--- config.mk ---
export PLATFORM = sky130hd
export DESIGN_NAME = shst_mod
export DESIGN_NICKNAME = d
export VERILOG_FILES = /design/src/shst_mod.sv
export SDC_FILE = /design/constraint.sdc
export NUM_CORES = 1
export LEC_CHECK = 0
export ABC_AREA = 1
export BUFFER_PORTS_ARGS = -buffer_cell sky130_fd_sc_hd__buf_2
export CORE_ASPECT_RATIO = 0.6
export CORE_UTILIZATION = 34
export DETAILED_ROUTE_END_ITERATION = 7
export PLACE_DENSITY_LB_ADDON = 0.1
export SLEW_MARGIN = 40
export SYNTH_ARGS = -nofsm -noshare
export SYNTH_HDL_FRONTEND = slang
export SYNTH_SLANG_ARGS = --single-unit
--- constraint.sdc ---
create_clock -name clock -period 5.4 [get_ports clock]
set_input_delay 0.81 -clock clock [delete_from_list [all_inputs] [get_ports clock]]
set_output_delay 0.81 -clock clock [all_outputs]
set_load 0.03 [all_outputs]
--- src/shst_mod.sv ---
// residue of a key by a constant modulus: reciprocal multiply, then multiply back
module shst_mod #(
   parameter int KEY_W   = 32,
   parameter int MODULUS = 127
) (
   input  logic                       clock,
   input  logic                       reset,
   input  logic                       start,
   input  logic [KEY_W-1:0]           key,
   output logic                       done,
   output logic [$clog2(MODULUS)-1:0] residue
);

   localparam int RW    = $clog2(MODULUS);
   localparam int SHIFT = KEY_W + RW;
   localparam int PW    = 2 * KEY_W + 1;
   localparam logic [63:0] RECIP_FULL =
      ((64'd1 << SHIFT) + 64'(MODULUS - 1)) / 64'(MODULUS);
   localparam logic [KEY_W:0]   RECIP = RECIP_FULL[KEY_W:0];
   localparam logic [KEY_W-1:0] MODK  = KEY_W'(MODULUS);

   logic             mul_ff, mul_in;
   logic             back_ff, back_in;
   logic             done_ff, done_in;
   logic [KEY_W-1:0] key_ff, key_in;
   logic [KEY_W-1:0] quot_ff, quot_in;
   logic [RW-1:0]    rem_ff, rem_in;
   logic [PW-1:0]    prod;
   logic [KEY_W-1:0] diff;

   // quotient is exact for every key below 2**KEY_W
   always_comb begin
      prod = PW'(key_ff) * PW'(RECIP);
      diff = key_ff - quot_ff * MODK;
   end

   always_comb begin
      mul_in  = start;
      back_in = mul_ff;
      done_in = back_ff;
      key_in  = key_ff;
      quot_in = quot_ff;
      rem_in  = rem_ff;
      if (start) begin
         key_in = key;
      end
      if (mul_ff) begin
         quot_in = KEY_W'(prod >> SHIFT);
      end
      if (back_ff) begin
         rem_in = RW'(diff);
      end
   end

   always_ff @(posedge clock) begin
      if (reset) begin
         mul_ff  <= 1'b0;
         back_ff <= 1'b0;
         done_ff <= 1'b0;
      end else begin
         mul_ff  <= mul_in;
         back_ff <= back_in;
         done_ff <= done_in;
      end
      key_ff  <= key_in;
      quot_ff <= quot_in;
      rem_ff  <= rem_in;
   end

   assign done    = done_ff;
   assign residue = rem_ff;

endmodule

== Word level (Yosys, flattened, before mapping) ==
Cells that the tools add are included.

* $add $sub $neg: 1
* Multiply operators: 2
* Div/mod/pow operators: 0
* Order comparisons: 0
* Eq/ne operators: 0
* Shift-type cells: 0
* Muxes and demuxes: 0
* Bitwise operators: 0
* Reductions and logical operators: 0

{| class="wikitable"
|+ Operators with widths
! kind !! number
|-
| multiplier 32 x 33 -> 65 bit, second input constant || 1
|-
| multiplier 26 x 7 -> 7 bit, second input constant || 1
|-
| subtractor 7 bit || 1
|}

* Bits in registers: 68
* Bits in latches: 0
* Bits in writable memories: 0
* Memory bits (read-only): 0
* Input bits: 35
* Output and inout port bits: 8
* Logic and storage cells: 9
* Memories: 0

== Longest topological paths before layout ==
Gate-level depths: netlist (run 1).

* Depth after elaboration: 2
* Gate-level depth with buffers: 22
* Gate-level depth less buffers: 22

== Least setup slack after synthesis (run 1) ==
No wires, ideal clock.

* Path kind: register -> register
* Start point: register key_ff[27]
* End point: register quot_ff[1] (data pin)
* Setup time: 0.253 ns
* Data arrival time: 4.134 ns
* Data required time: 5.147 ns
* Setup slack: 1.014 ns
* Cell stages (with the launch flop): 20
* Buffers on the path: 0
* Clock period less this slack: 4.386 ns
* Cell sequence: edfxtp_1 > ha_1 > ha_1 > inv_1 > fa_1 > inv_1 > fa_1 > inv_1 > fa_1 > inv_1 > ha_1 > ha_1 > ha_1 > nand2_1 > nor2_1 > inv_1 > nor3_4 > nand3_2 > nand4_1 > nand2_1

* Cells in the longest elaborated chain, start to end: 1

{| class="wikitable"
|+ RTL lines
! element !! RTL line !! RTL
|-
| start: declaration || 25 || <nowiki>logic [KEY_W-1:0] key_ff, key_in;</nowiki>
|-
| start signal: assignment || 65 || <nowiki>key_ff <= key_in;</nowiki>
|-
| multiplier 32 x 33 -> 65 bit || 33 || <nowiki>prod = PW'(key_ff) * PW'(RECIP);</nowiki>
|-
| via prod[40] || 28 || <nowiki>logic [PW-1:0] prod;</nowiki>
|-
| end signal: assignment || 66 || <nowiki>quot_ff <= quot_in;</nowiki>
|-
| end: declaration || 26 || <nowiki>logic [KEY_W-1:0] quot_ff, quot_in;</nowiki>
|}

The timed path passes the listed nets, and every way through them passes these cells.
A chain may end at the register's enable or synchronous reset.

== Worst setup path after layout (run 1) ==
* Start point: register key_ff[25]
* End point: register quot_ff[4] (data pin)

Same word-level chain as after synthesis.

==> results of run 1 <==
## worst reg2reg max path, cell delays in order, from the launching register on
cell and delay, ns:
sky130_fd_sc_hd__edfxtp_1 0.47, sky130_fd_sc_hd__ha_1 0.37, sky130_fd_sc_hd__fa_1 0.52, sky130_fd_sc_hd__inv_1 0.06, sky130_fd_sc_hd__fa_1 0.50, sky130_fd_sc_hd__fa_1 0.52, sky130_fd_sc_hd__inv_1 0.05, sky130_fd_sc_hd__fa_1 0.45
sky130_fd_sc_hd__ha_1 0.30, sky130_fd_sc_hd__ha_1 0.31, sky130_fd_sc_hd__nand2_1 0.11, sky130_fd_sc_hd__nor2_1 0.28, sky130_fd_sc_hd__nand2_1 0.09, sky130_fd_sc_hd__nor2_1 0.25, sky130_fd_sc_hd__nand4_1 0.28, sky130_fd_sc_hd__nand4_1 0.17
sky130_fd_sc_hd__nand2_1 0.07
## layer usage
layer  vias up  track usage, %
li1       3176               -
met1      2840           31.21
met2       131           22.06
met3         8           3.850
met4         0           2.256
met5         -               0
## cell type report
| type | instances | area (um2) |
|---|---|---|
| Clock buffer | 6 | 128.9 |
| Clock inverter | 2 | 15.01 |
| Fill cell | 2522 | 14420 |
| Inverter | 310 | 1164 |
| Multi-Input combinational cell | 663 | 5669 |
| Sequential cell | 49 | 1441 |
| Tap cell | 315 | 394.1 |
| Timing Repair Buffer | 44 | 225.2 |
## cells in the mapped netlist (3+ instances only)
cell type                  instances  area, um2
sky130_fd_sc_hd__edfxtp_1         46       1381
sky130_fd_sc_hd__inv_1           309       1160
sky130_fd_sc_hd__o21ai_0           3      15.01
sky130_fd_sc_hd__nor2_1           53      198.9
sky130_fd_sc_hd__xor2_1            7      61.31
sky130_fd_sc_hd__nand4_1          11      68.82
sky130_fd_sc_hd__nand2_1         250      938.4
sky130_fd_sc_hd__xnor2_1          13      113.9
sky130_fd_sc_hd__ha_1            188       2352
sky130_fd_sc_hd__a21oi_1          23      115.1
sky130_fd_sc_hd__o21bai_1          5      37.54
sky130_fd_sc_hd__fa_1             78       1562
sky130_fd_sc_hd__nor3_1            3      15.01
sky130_fd_sc_hd__nand3_1          16      80.08
sky130_fd_sc_hd__dfxtp_1           3      60.06
sky130_fd_sc_hd__nand3_2           3      30.03
## flip-flops by register name, summed over array words and instances, names as in the netlist
| register | count |
|---|---|
| key_ff | 32 |
| quot_ff | 7 |
| residue | 7 |
| back_ff | 1 |
| back_in | 1 |
| done | 1 |
## worst paths after layout
check	slack [ns]	to	startpoint	depth (start not counted)
worst max-delay path	0.37	quot_ff[4]	key_ff[25]	16
worst min-delay path	0.63	done	back_ff	2
worst max register to register	0.37	quot_ff[4]	key_ff[25]	16
worst min register to register	0.63	done	back_ff	2
## metrics by stage
step | cells | hold WS (ns)
global placement | 1381 | 0.6115
floorplan | 1022 | 0.5121
global route | 1389 | 0.6592
detailed placement | 1381 | 0.6239
finish | 1389 | 0.6259
CTS | 1389 | 0.6375
## logic make-up (layout without fill, tap and decap cells)
family / count (synthesis) / in the layout
compound gates: 35 / 35
fa+ha+maj: 266 / 266
xor+xnor: 20 / 20
simple gates: 342 / 342
flops: 49 / 49
buf+inv: 310 / 362
==> impl_metrics.env, run 1 <==
export IMPL_synth_xor_area_share_pct=2.117
export IMPL_place_congestion=0.9142
export IMPL_drt_first_iter_violations=375
export IMPL_detailedPlace_worstSlack_ns=0.4359
export IMPL_cp_required_ns=5.47
export IMPL_met3WireLength_um=1333
export IMPL_tightestPinTransition_ns=0.8065
export IMPL_tritoncts_num_sinks=49
export IMPL_final_setup_skew_ns=0.02009
export IMPL_synth_enable_flop_cells=46
export IMPL_place_area_um2=8894
export IMPL_post_cts_repair_setup_buffers=0
export IMPL_dr_total_vias=6155
export IMPL_route_detailed_vias_per_inst=4.431
export IMPL_hold_violations_final=0
export IMPL_final_min_period_over_clock_period_pct=93.20
export IMPL_met1Wirelength_um=12820
export IMPL_yosys_area_share_simple_pct=16.72
export IMPL_slew_viol_final=0
export IMPL_drive_above_1_share_pct=5.680
export IMPL_drv_cap=0
export IMPL_yosys_warnings=0
export IMPL_cts_buffers=5
export IMPL_grt_start_max_net_pins=34
export IMPL_synthFlopType="sky130_fd_sc_hd__edfxtp_1"
export IMPL_proportion_of_synthesized_chip_area_in_sequential_cells_pct=17.42
export IMPL_compound_gate_portion_of_the_synthesized_area_pct=2.374
export IMPL_worst_hold_path_type="register to register"
export IMPL_final_design_area_no_fill_um2=9037
export IMPL_combinational_family_with_the_most_area_after_synthesis="adder cells"
export IMPL_ctsHtreeMaxLevel=2
export IMPL_cp_buffers_inverters=2
export IMPL_post_synth_inst_count=1022
export IMPL_cpMostUsedCell="sky130_fd_sc_hd__fa_1"
export IMPL_placement_rows=43
export IMPL_async_flop_share_pct=0
export IMPL_grt_pass1_vias=5614
export IMPL_outcome="complete, no violations"
export IMPL_synthDistinctLibCells=24
export IMPL_mappedNetlistNets=1323
export IMPL_floorplan_initialDensity_pct=35.27
export IMPL_hpwl_um=19760
export IMPL_timing_slew_headroom_pct=46.23
export IMPL_critical_path_cell_chain="ha_1 -> fa_1 -> inv_1 -> fa_1 -> fa_1 -> inv_1 -> fa_1 -> ha_1 -> ha_1 -> nand2_1 -> nor2_1 -> nand2_1 -> nor2_1 -> nand4_1 -> nand4_1 -> nand2_1"
export IMPL_drt_drc_violations_left=0
export IMPL_crit_family="adder cells"
export IMPL_final_cell_mix="309 x sky130_fd_sc_hd__inv_1, 250 x sky130_fd_sc_hd__nand2_1, 188 x sky130_fd_sc_hd__ha_1"
export IMPL_cp_slowest_stage_delay_ns=0.52
export IMPL_antennaDiodeCount=0
export IMPL_fin_setup_tns_ns=0
export IMPL_ys_seq_elements=49
export IMPL_finalWorstPathRequiredPeriod_ns=5.033
export IMPL_syn_to_final_growth_pct=9.224
export IMPL_overflow=0
export IMPL_detailroute_wirelength_met2_um=7605
export IMPL_drt_pass1_iter_count=5
export IMPL_die_height_um=122.8
export IMPL_cts_path_max_buffers=2
export IMPL_nets=1374
export IMPL_synth_avg_cell_area_um2=8.096
export IMPL_fmax_mhz=198.7
export IMPL_final_core_density_pct=38.53
export IMPL_postLayoutSetupSlackWorst_ns=0.3670
export IMPL_grt_setup_unrepaired="no"
export IMPL_io_pins=43
export IMPL_syn_cell_area_um2=8274
export IMPL_clk_pin_slew_ns=0.07
export IMPL_crit_path_top_delay_cell="sky130_fd_sc_hd__fa_1"
export IMPL_cts_tree="done"
export IMPL_wire_length_of_the_first_global_routing_pass_um=32640
export IMPL_mostFrequentLayoutCell="sky130_fd_sc_hd__inv_1"
export IMPL_core_box_area_um2=23460
export IMPL_final_setup_viol_count=0
export IMPL_cp_data_arrival_time_ns=5.10
export IMPL_hold_fix_buffers_cts=0
export IMPL_cts_resized=0
export IMPL_track_usage_pct=18.19
export IMPL_highest_layer="met4"
export IMPL_chipWidth_um=203.4
export IMPL_muxShareOfSynthArea_pct=0
export IMPL_insertion_delay_ns=0.32
export IMPL_post_drt_wl_per_cell_um=15.74
export IMPL_critPathKind="register to register"
export IMPL_postRouteWirelength_um=21870
export IMPL_clock_root_buffer="sky130_fd_sc_hd__clkbuf_16"
export IMPL_total_die_area_um2=24980
export IMPL_postRouteAntennaNets=0
export IMPL_antenna_found_initial=0
export IMPL_post_synth_fa_ha_maj_area_fraction_pct=47.30
export IMPL_startpoint_type="register"
export IMPL_port_buffers=42
export IMPL_critPathMaxFanout=3
export IMPL_setup_worst_path_end_class="register"
Power of run 1 is left out: the tool's default activity adds up to more than one toggle a clock period on the data nets, which glitch-free logic cannot reach.
==> run 2: changes to the inputs <==
==> constraint.sdc (replaced) <==
create_clock -name clock -period 6.3 [get_ports clock]
set_input_delay 0.945 -clock clock [delete_from_list [all_inputs] [get_ports clock]]
set_output_delay 0.945 -clock clock [all_outputs]
set_load 0.03 [all_outputs]
==> run 2 against run 1 <==
Net effect: clock-buffer cell count unchanged; maximum frequency down 1.4%; global-route usage up 0.38 points; highest routed layer unchanged; register-to-register slack better by 0.83 ns; critical endpoint unchanged.
==> impl_metrics.env, run 2 (same netlist as run 1, synthesis figures left out) <==
export IMPL_final_design_area_no_fill_um2=9044
export IMPL_cts_buffers=5
export IMPL_drive_above_1_share_pct=5.410
export IMPL_antennaDiodeCount=0
export IMPL_worst_hold_path_type="register to register"
export IMPL_setup_reg_to_reg_worst_slack_ns=1.19
export IMPL_hold_fix_buffers_cts=0
export IMPL_slew_viol_final=0
export IMPL_die_height_um=122.8
export IMPL_worst_r2r_endpoint="quot_ff[4]"
export IMPL_insertion_delay_ns=0.32
export IMPL_final_setup_viol_count=0
export IMPL_core_box_area_um2=23460
export IMPL_drt_first_iter_violations=399
export IMPL_antenna_found_initial=0
export IMPL_drt_drc_violations_left=0
export IMPL_route_detailed_vias_per_inst=4.450
export IMPL_startpoint_type="register"
export IMPL_source_of_the_worst_register_to_register_timing_path="key_ff[25]"
export IMPL_final_cell_mix="309 x sky130_fd_sc_hd__inv_1, 250 x sky130_fd_sc_hd__nand2_1, 188 x sky130_fd_sc_hd__ha_1"
export IMPL_cp_data_arrival_time_ns=5.18
export IMPL_place_area_um2=8879
export IMPL_post_cts_repair_setup_buffers=0
export IMPL_hpwl_um=19760
export IMPL_nets=1372
export IMPL_worstHoldEndpoint="done"
export IMPL_detailroute_wirelength_met2_um=7628
export IMPL_clk_pin_slew_ns=0.08
export IMPL_clock_root_buffer="sky130_fd_sc_hd__clkbuf_16"
export IMPL_postRouteAntennaNets=0
export IMPL_floorplan_initialDensity_pct=35.27
export IMPL_place_congestion=0.9146
export IMPL_chipWidth_um=203.4
export IMPL_timing_slew_headroom_pct=57.69
export IMPL_post_place_cells=1379
export IMPL_critPathKind="register to register"
export IMPL_postRouteWirelength_um=22030
export IMPL_post_layout_nonfiller_instances=1387
export IMPL_overflow=0
export IMPL_ctsHtreeMaxLevel=2
export IMPL_dr_total_vias=6172
export IMPL_reg2reg_depth=16
export IMPL_tightestPinTransition_ns=0.6347
export IMPL_io_pins=43
export IMPL_hold_violations_final=0
export IMPL_wire_length_of_the_first_global_routing_pass_um=33290
export IMPL_fmax_mhz=195.8
export IMPL_grt_setup_unrepaired="no"
export IMPL_largest_register_ffs=32
export IMPL_met1Wirelength_um=12880
export IMPL_cts_tree="done"
export IMPL_critPathMaxFanout=3
export IMPL_cts_path_max_buffers=2
export IMPL_cts_resized=0
export IMPL_fin_setup_tns_ns=0
export IMPL_tritoncts_num_sinks=49
export IMPL_register_with_the_most_flip_flops="key_ff"
export IMPL_final_min_period_over_clock_period_pct=81.06
export IMPL_highest_layer="met4"
export IMPL_final_setup_skew_ns=0.01286
export IMPL_min_delay_start="back_ff"
export IMPL_port_buffers=42
export IMPL_post_drt_wl_per_cell_um=15.88
export IMPL_drv_cap=0
export IMPL_met3WireLength_um=1328
export IMPL_min_path_cells=2
export IMPL_finalWorstPathRequiredPeriod_ns=5.107
export IMPL_syn_to_final_growth_pct=9.300
export IMPL_placement_rows=43
export IMPL_mostFrequentLayoutCell="sky130_fd_sc_hd__inv_1"
export IMPL_cp_required_ns=6.37
export IMPL_outcome="complete, no violations"
export IMPL_track_usage_pct=18.57
export IMPL_setup_worst_path_end_class="register"
export IMPL_total_die_area_um2=24980
export IMPL_grt_pass1_vias=5627
export IMPL_grt_start_max_net_pins=34
export IMPL_drt_pass1_iter_count=5
[run 2: changes by cell type in the layout (fill, tap and decap cells not counted)]
cell / change
sky130_fd_sc_hd__clkinvlp_4: -2
sky130_fd_sc_hd__buf_2: -1
sky130_fd_sc_hd__buf_4: -1
sky130_fd_sc_hd__bufinv_16: +1
sky130_fd_sc_hd__clkinv_1: +1
[run 2: worst max-delay path, stage by stage (launching register included)]
cell and delay (ns):
sky130_fd_sc_hd__edfxtp_1 0.48, sky130_fd_sc_hd__ha_1 0.38, sky130_fd_sc_hd__fa_1 0.51, sky130_fd_sc_hd__inv_1 0.05, sky130_fd_sc_hd__fa_1 0.49, sky130_fd_sc_hd__fa_1 0.52, sky130_fd_sc_hd__inv_1 0.05, sky130_fd_sc_hd__fa_1 0.45
sky130_fd_sc_hd__ha_1 0.31, sky130_fd_sc_hd__ha_1 0.32, sky130_fd_sc_hd__nand2_1 0.12, sky130_fd_sc_hd__nor2_1 0.27, sky130_fd_sc_hd__nand2_1 0.09, sky130_fd_sc_hd__nor2_1 0.26, sky130_fd_sc_hd__nand4_1 0.30, sky130_fd_sc_hd__nand4_1 0.18
sky130_fd_sc_hd__nand2_1 0.07
[run 2: stage by stage]
step	util, %	hold WS [ns]	setup slack (ns)
floorplan	-	0.5121	1.914
global placement	37.85	0.6100	1.300
detailed placement	37.85	0.6183	1.322
CTS	38.54	0.6322	1.302
global route	38.55	0.6626	1.069
finish	38.55	0.6146	1.193
[run 2: area by class of cell]
type / count / area (um2)
clock buffers: 6 / 128.9
clock inverters: 2 / 33.78
fillers: 2532 / 14410
inverters: 310 / 1164
multi-input cells: 663 / 5669
flip-flops and latches: 49 / 1441
well taps: 315 / 394.1
repair buffers: 42 / 212.7
[run 2: worst max path at each step]
stage                          start         end  slack (ns)
after floorplan           key_ff[27]  quot_ff[1]        1.91
after global placement    key_ff[25]  quot_ff[4]        1.30
after detailed placement  key_ff[25]  quot_ff[4]        1.32
after CTS                 key_ff[25]  quot_ff[4]        1.30
after global routing      key_ff[25]  quot_ff[4]        1.07
final                     key_ff[25]  quot_ff[4]        1.19
[run 2: layer usage]
| layer | track usage (%) | up-vias |
|---|---|---|
| li1 | - | 3173 |
| met1 | 31.90 | 2862 |
| met2 | 22.33 | 128 |
| met3 | 3.585 | 9 |
| met4 | 3.195 | 0 |
| met5 | 0 | - |
Power of run 2 is left out for the same reason.
==> run 3: changes to the inputs <==
==> constraint.sdc (replaced) <==
create_clock -name clock -period 5.2 [get_ports clock]
set_input_delay 0.78 -clock clock [delete_from_list [all_inputs] [get_ports clock]]
set_output_delay 0.78 -clock clock [all_outputs]
set_load 0.03 [all_outputs]
==> run 3 against run 2 <==
Net effect: routed wire length down 1.5%; core utilization up 0.22 points; first-iteration DRC count down 5.3%; die area unchanged; worst setup slack worse by 0.92 ns; critical path type unchanged; critical endpoint unchanged; largest cell class unchanged; highest routed layer unchanged.
==> impl_metrics.env, run 3 (same netlist as run 1, synthesis figures left out) <==
export IMPL_port_buffers=42
export IMPL_cpMostUsedCell="sky130_fd_sc_hd__ha_1"
export IMPL_drv_cap=0
export IMPL_placement_rows=43
export IMPL_final_cell_mix="309 x sky130_fd_sc_hd__inv_1, 250 x sky130_fd_sc_hd__nand2_1, 188 x sky130_fd_sc_hd__ha_1"
export IMPL_cts_tree="done"
export IMPL_post_cts_repair_setup_buffers=0
export IMPL_clk_pin_slew_ns=0.07
export IMPL_wire_length_of_the_first_global_routing_pass_um=32510
export IMPL_tightestPinTransition_ns=0.5215
export IMPL_grt_pass1_vias=5577
export IMPL_route_detailed_vias_per_inst=4.395
export IMPL_core_box_area_um2=23460
export IMPL_worst_hold_path_type="register to register"
export IMPL_critPathMaxFanout=3
export IMPL_grt_start_max_net_pins=34
export IMPL_final_setup_viol_count=0
export IMPL_cts_buffers=5
export IMPL_cp_slowest_stage_delay_ns=0.53
export IMPL_nets=1377
export IMPL_register_with_the_most_flip_flops="key_ff"
export IMPL_finalWorstPathRequiredPeriod_ns=4.926
export IMPL_startpoint_type="register"
export IMPL_drive_above_1_share_pct=6.035
export IMPL_slew_viol_final=0
export IMPL_track_usage_pct=18.08
export IMPL_insertion_delay_ns=0.31
export IMPL_hpwl_um=19730
export IMPL_timing_slew_headroom_pct=65.23
export IMPL_drt_drc_violations_left=0
export IMPL_outcome="complete, no violations"
export IMPL_critical_path_cell_chain="ha_1 -> ha_1 -> inv_1 -> fa_1 -> inv_1 -> fa_1 -> inv_1 -> fa_1 -> inv_1 -> ha_1 -> ha_1 -> ha_1 -> nand2_1 -> nor2_1 -> nand2_1 -> nor2_1 -> nand4_1 -> nand4_1 -> nand2_1"
export IMPL_ctsHtreeMaxLevel=2
export IMPL_crit_path_top_delay_cell="sky130_fd_sc_hd__fa_1"
export IMPL_place_congestion=0.8750
export IMPL_clock_root_buffer="sky130_fd_sc_hd__clkbuf_16"
export IMPL_overflow=0
export IMPL_cp_required_ns=5.27
export IMPL_fin_setup_tns_ns=0
export IMPL_cts_path_max_buffers=2
export IMPL_syn_to_final_growth_pct=9.920
export IMPL_floorplan_initialDensity_pct=35.27
export IMPL_mostFrequentLayoutCell="sky130_fd_sc_hd__inv_1"
export IMPL_hold_violations_final=0
export IMPL_postRouteAntennaNets=0
export IMPL_cts_resized=0
export IMPL_post_drt_wl_per_cell_um=15.58
export IMPL_antenna_found_initial=0
export IMPL_critPathKind="register to register"
export IMPL_postRouteWirelength_um=21690
export IMPL_chipWidth_um=203.4
export IMPL_fmax_mhz=203.0
export IMPL_critPathLaunch="key_ff[27]"
export IMPL_min_delay_start="back_ff"
export IMPL_total_die_area_um2=24980
export IMPL_final_setup_skew_ns=0.007972
export IMPL_io_pins=43
export IMPL_setup_worst_path_end_class="register"
export IMPL_largest_register_ffs=32
export IMPL_drt_pass1_iter_count=5
export IMPL_source_of_the_worst_register_to_register_timing_path="key_ff[27]"
export IMPL_antennaDiodeCount=0
export IMPL_cp_data_arrival_time_ns=5.00
export IMPL_final_min_period_over_clock_period_pct=94.73
export IMPL_drt_first_iter_violations=378
export IMPL_hold_fix_buffers_cts=0
export IMPL_tritoncts_num_sinks=49
export IMPL_dr_total_vias=6118
export IMPL_grt_setup_unrepaired="no"
export IMPL_die_height_um=122.8
-- run 3: changes by cell type in the layout (fill, tap and decap cells not counted), sizes merged --
cell	change
clkinvlp	+1
buf	+5
clkinv	-1
-- run 3: area by class of cell --
class / instances / area, um2
Sequential cell: 49 / 1441
Inverter: 310 / 1164
Clock inverter: 2 / 37.54
Tap cell: 315 / 394.1
Clock buffer: 6 / 138.9
Fill cell: 2555 / 14360
Timing Repair Buffer: 47 / 250.2
Multi-Input combinational cell: 663 / 5669
-- run 3: worst paths after layout --
kind	to	cells after the start	slack, ns
worst min-delay path	done	2	0.62
worst max-delay path	quot_ff[4]	19	0.27
worst min register to register	done	2	0.62
worst max register to register	quot_ff[4]	19	0.27
-- run 3: critical path: cells and delay by family (launching register included) --
kind | cells | cell delay, ns
simple gates | 7 | 1.09
fa+ha+maj | 8 | 2.94
buf+inv | 4 | 0.19
flops | 1 | 0.49
-- run 3: stage by stage --
stage               hold WS, ns  cells  setup slack (ns)  area, um2  util [%]
finish                   0.6156   1392            0.2738       9095     38.77
global route             0.6298   1392            0.1393       9095     38.77
CTS                      0.6320   1392            0.2923       9092     38.76
detailed placement       0.6199   1384            0.3013       8916     38.01
global placement         0.6138   1384            0.2920       8916     38.01
floorplan                0.5121   1022            0.8137       8274         -
-- run 3: layer usage --
metal  GRT usage, %  routed length, um
met1          31.16              12900
met2          21.27               7242
met3          3.558               1232
met4          3.759                316
met5              0                  0
Power of run 3 is left out for the same reason.
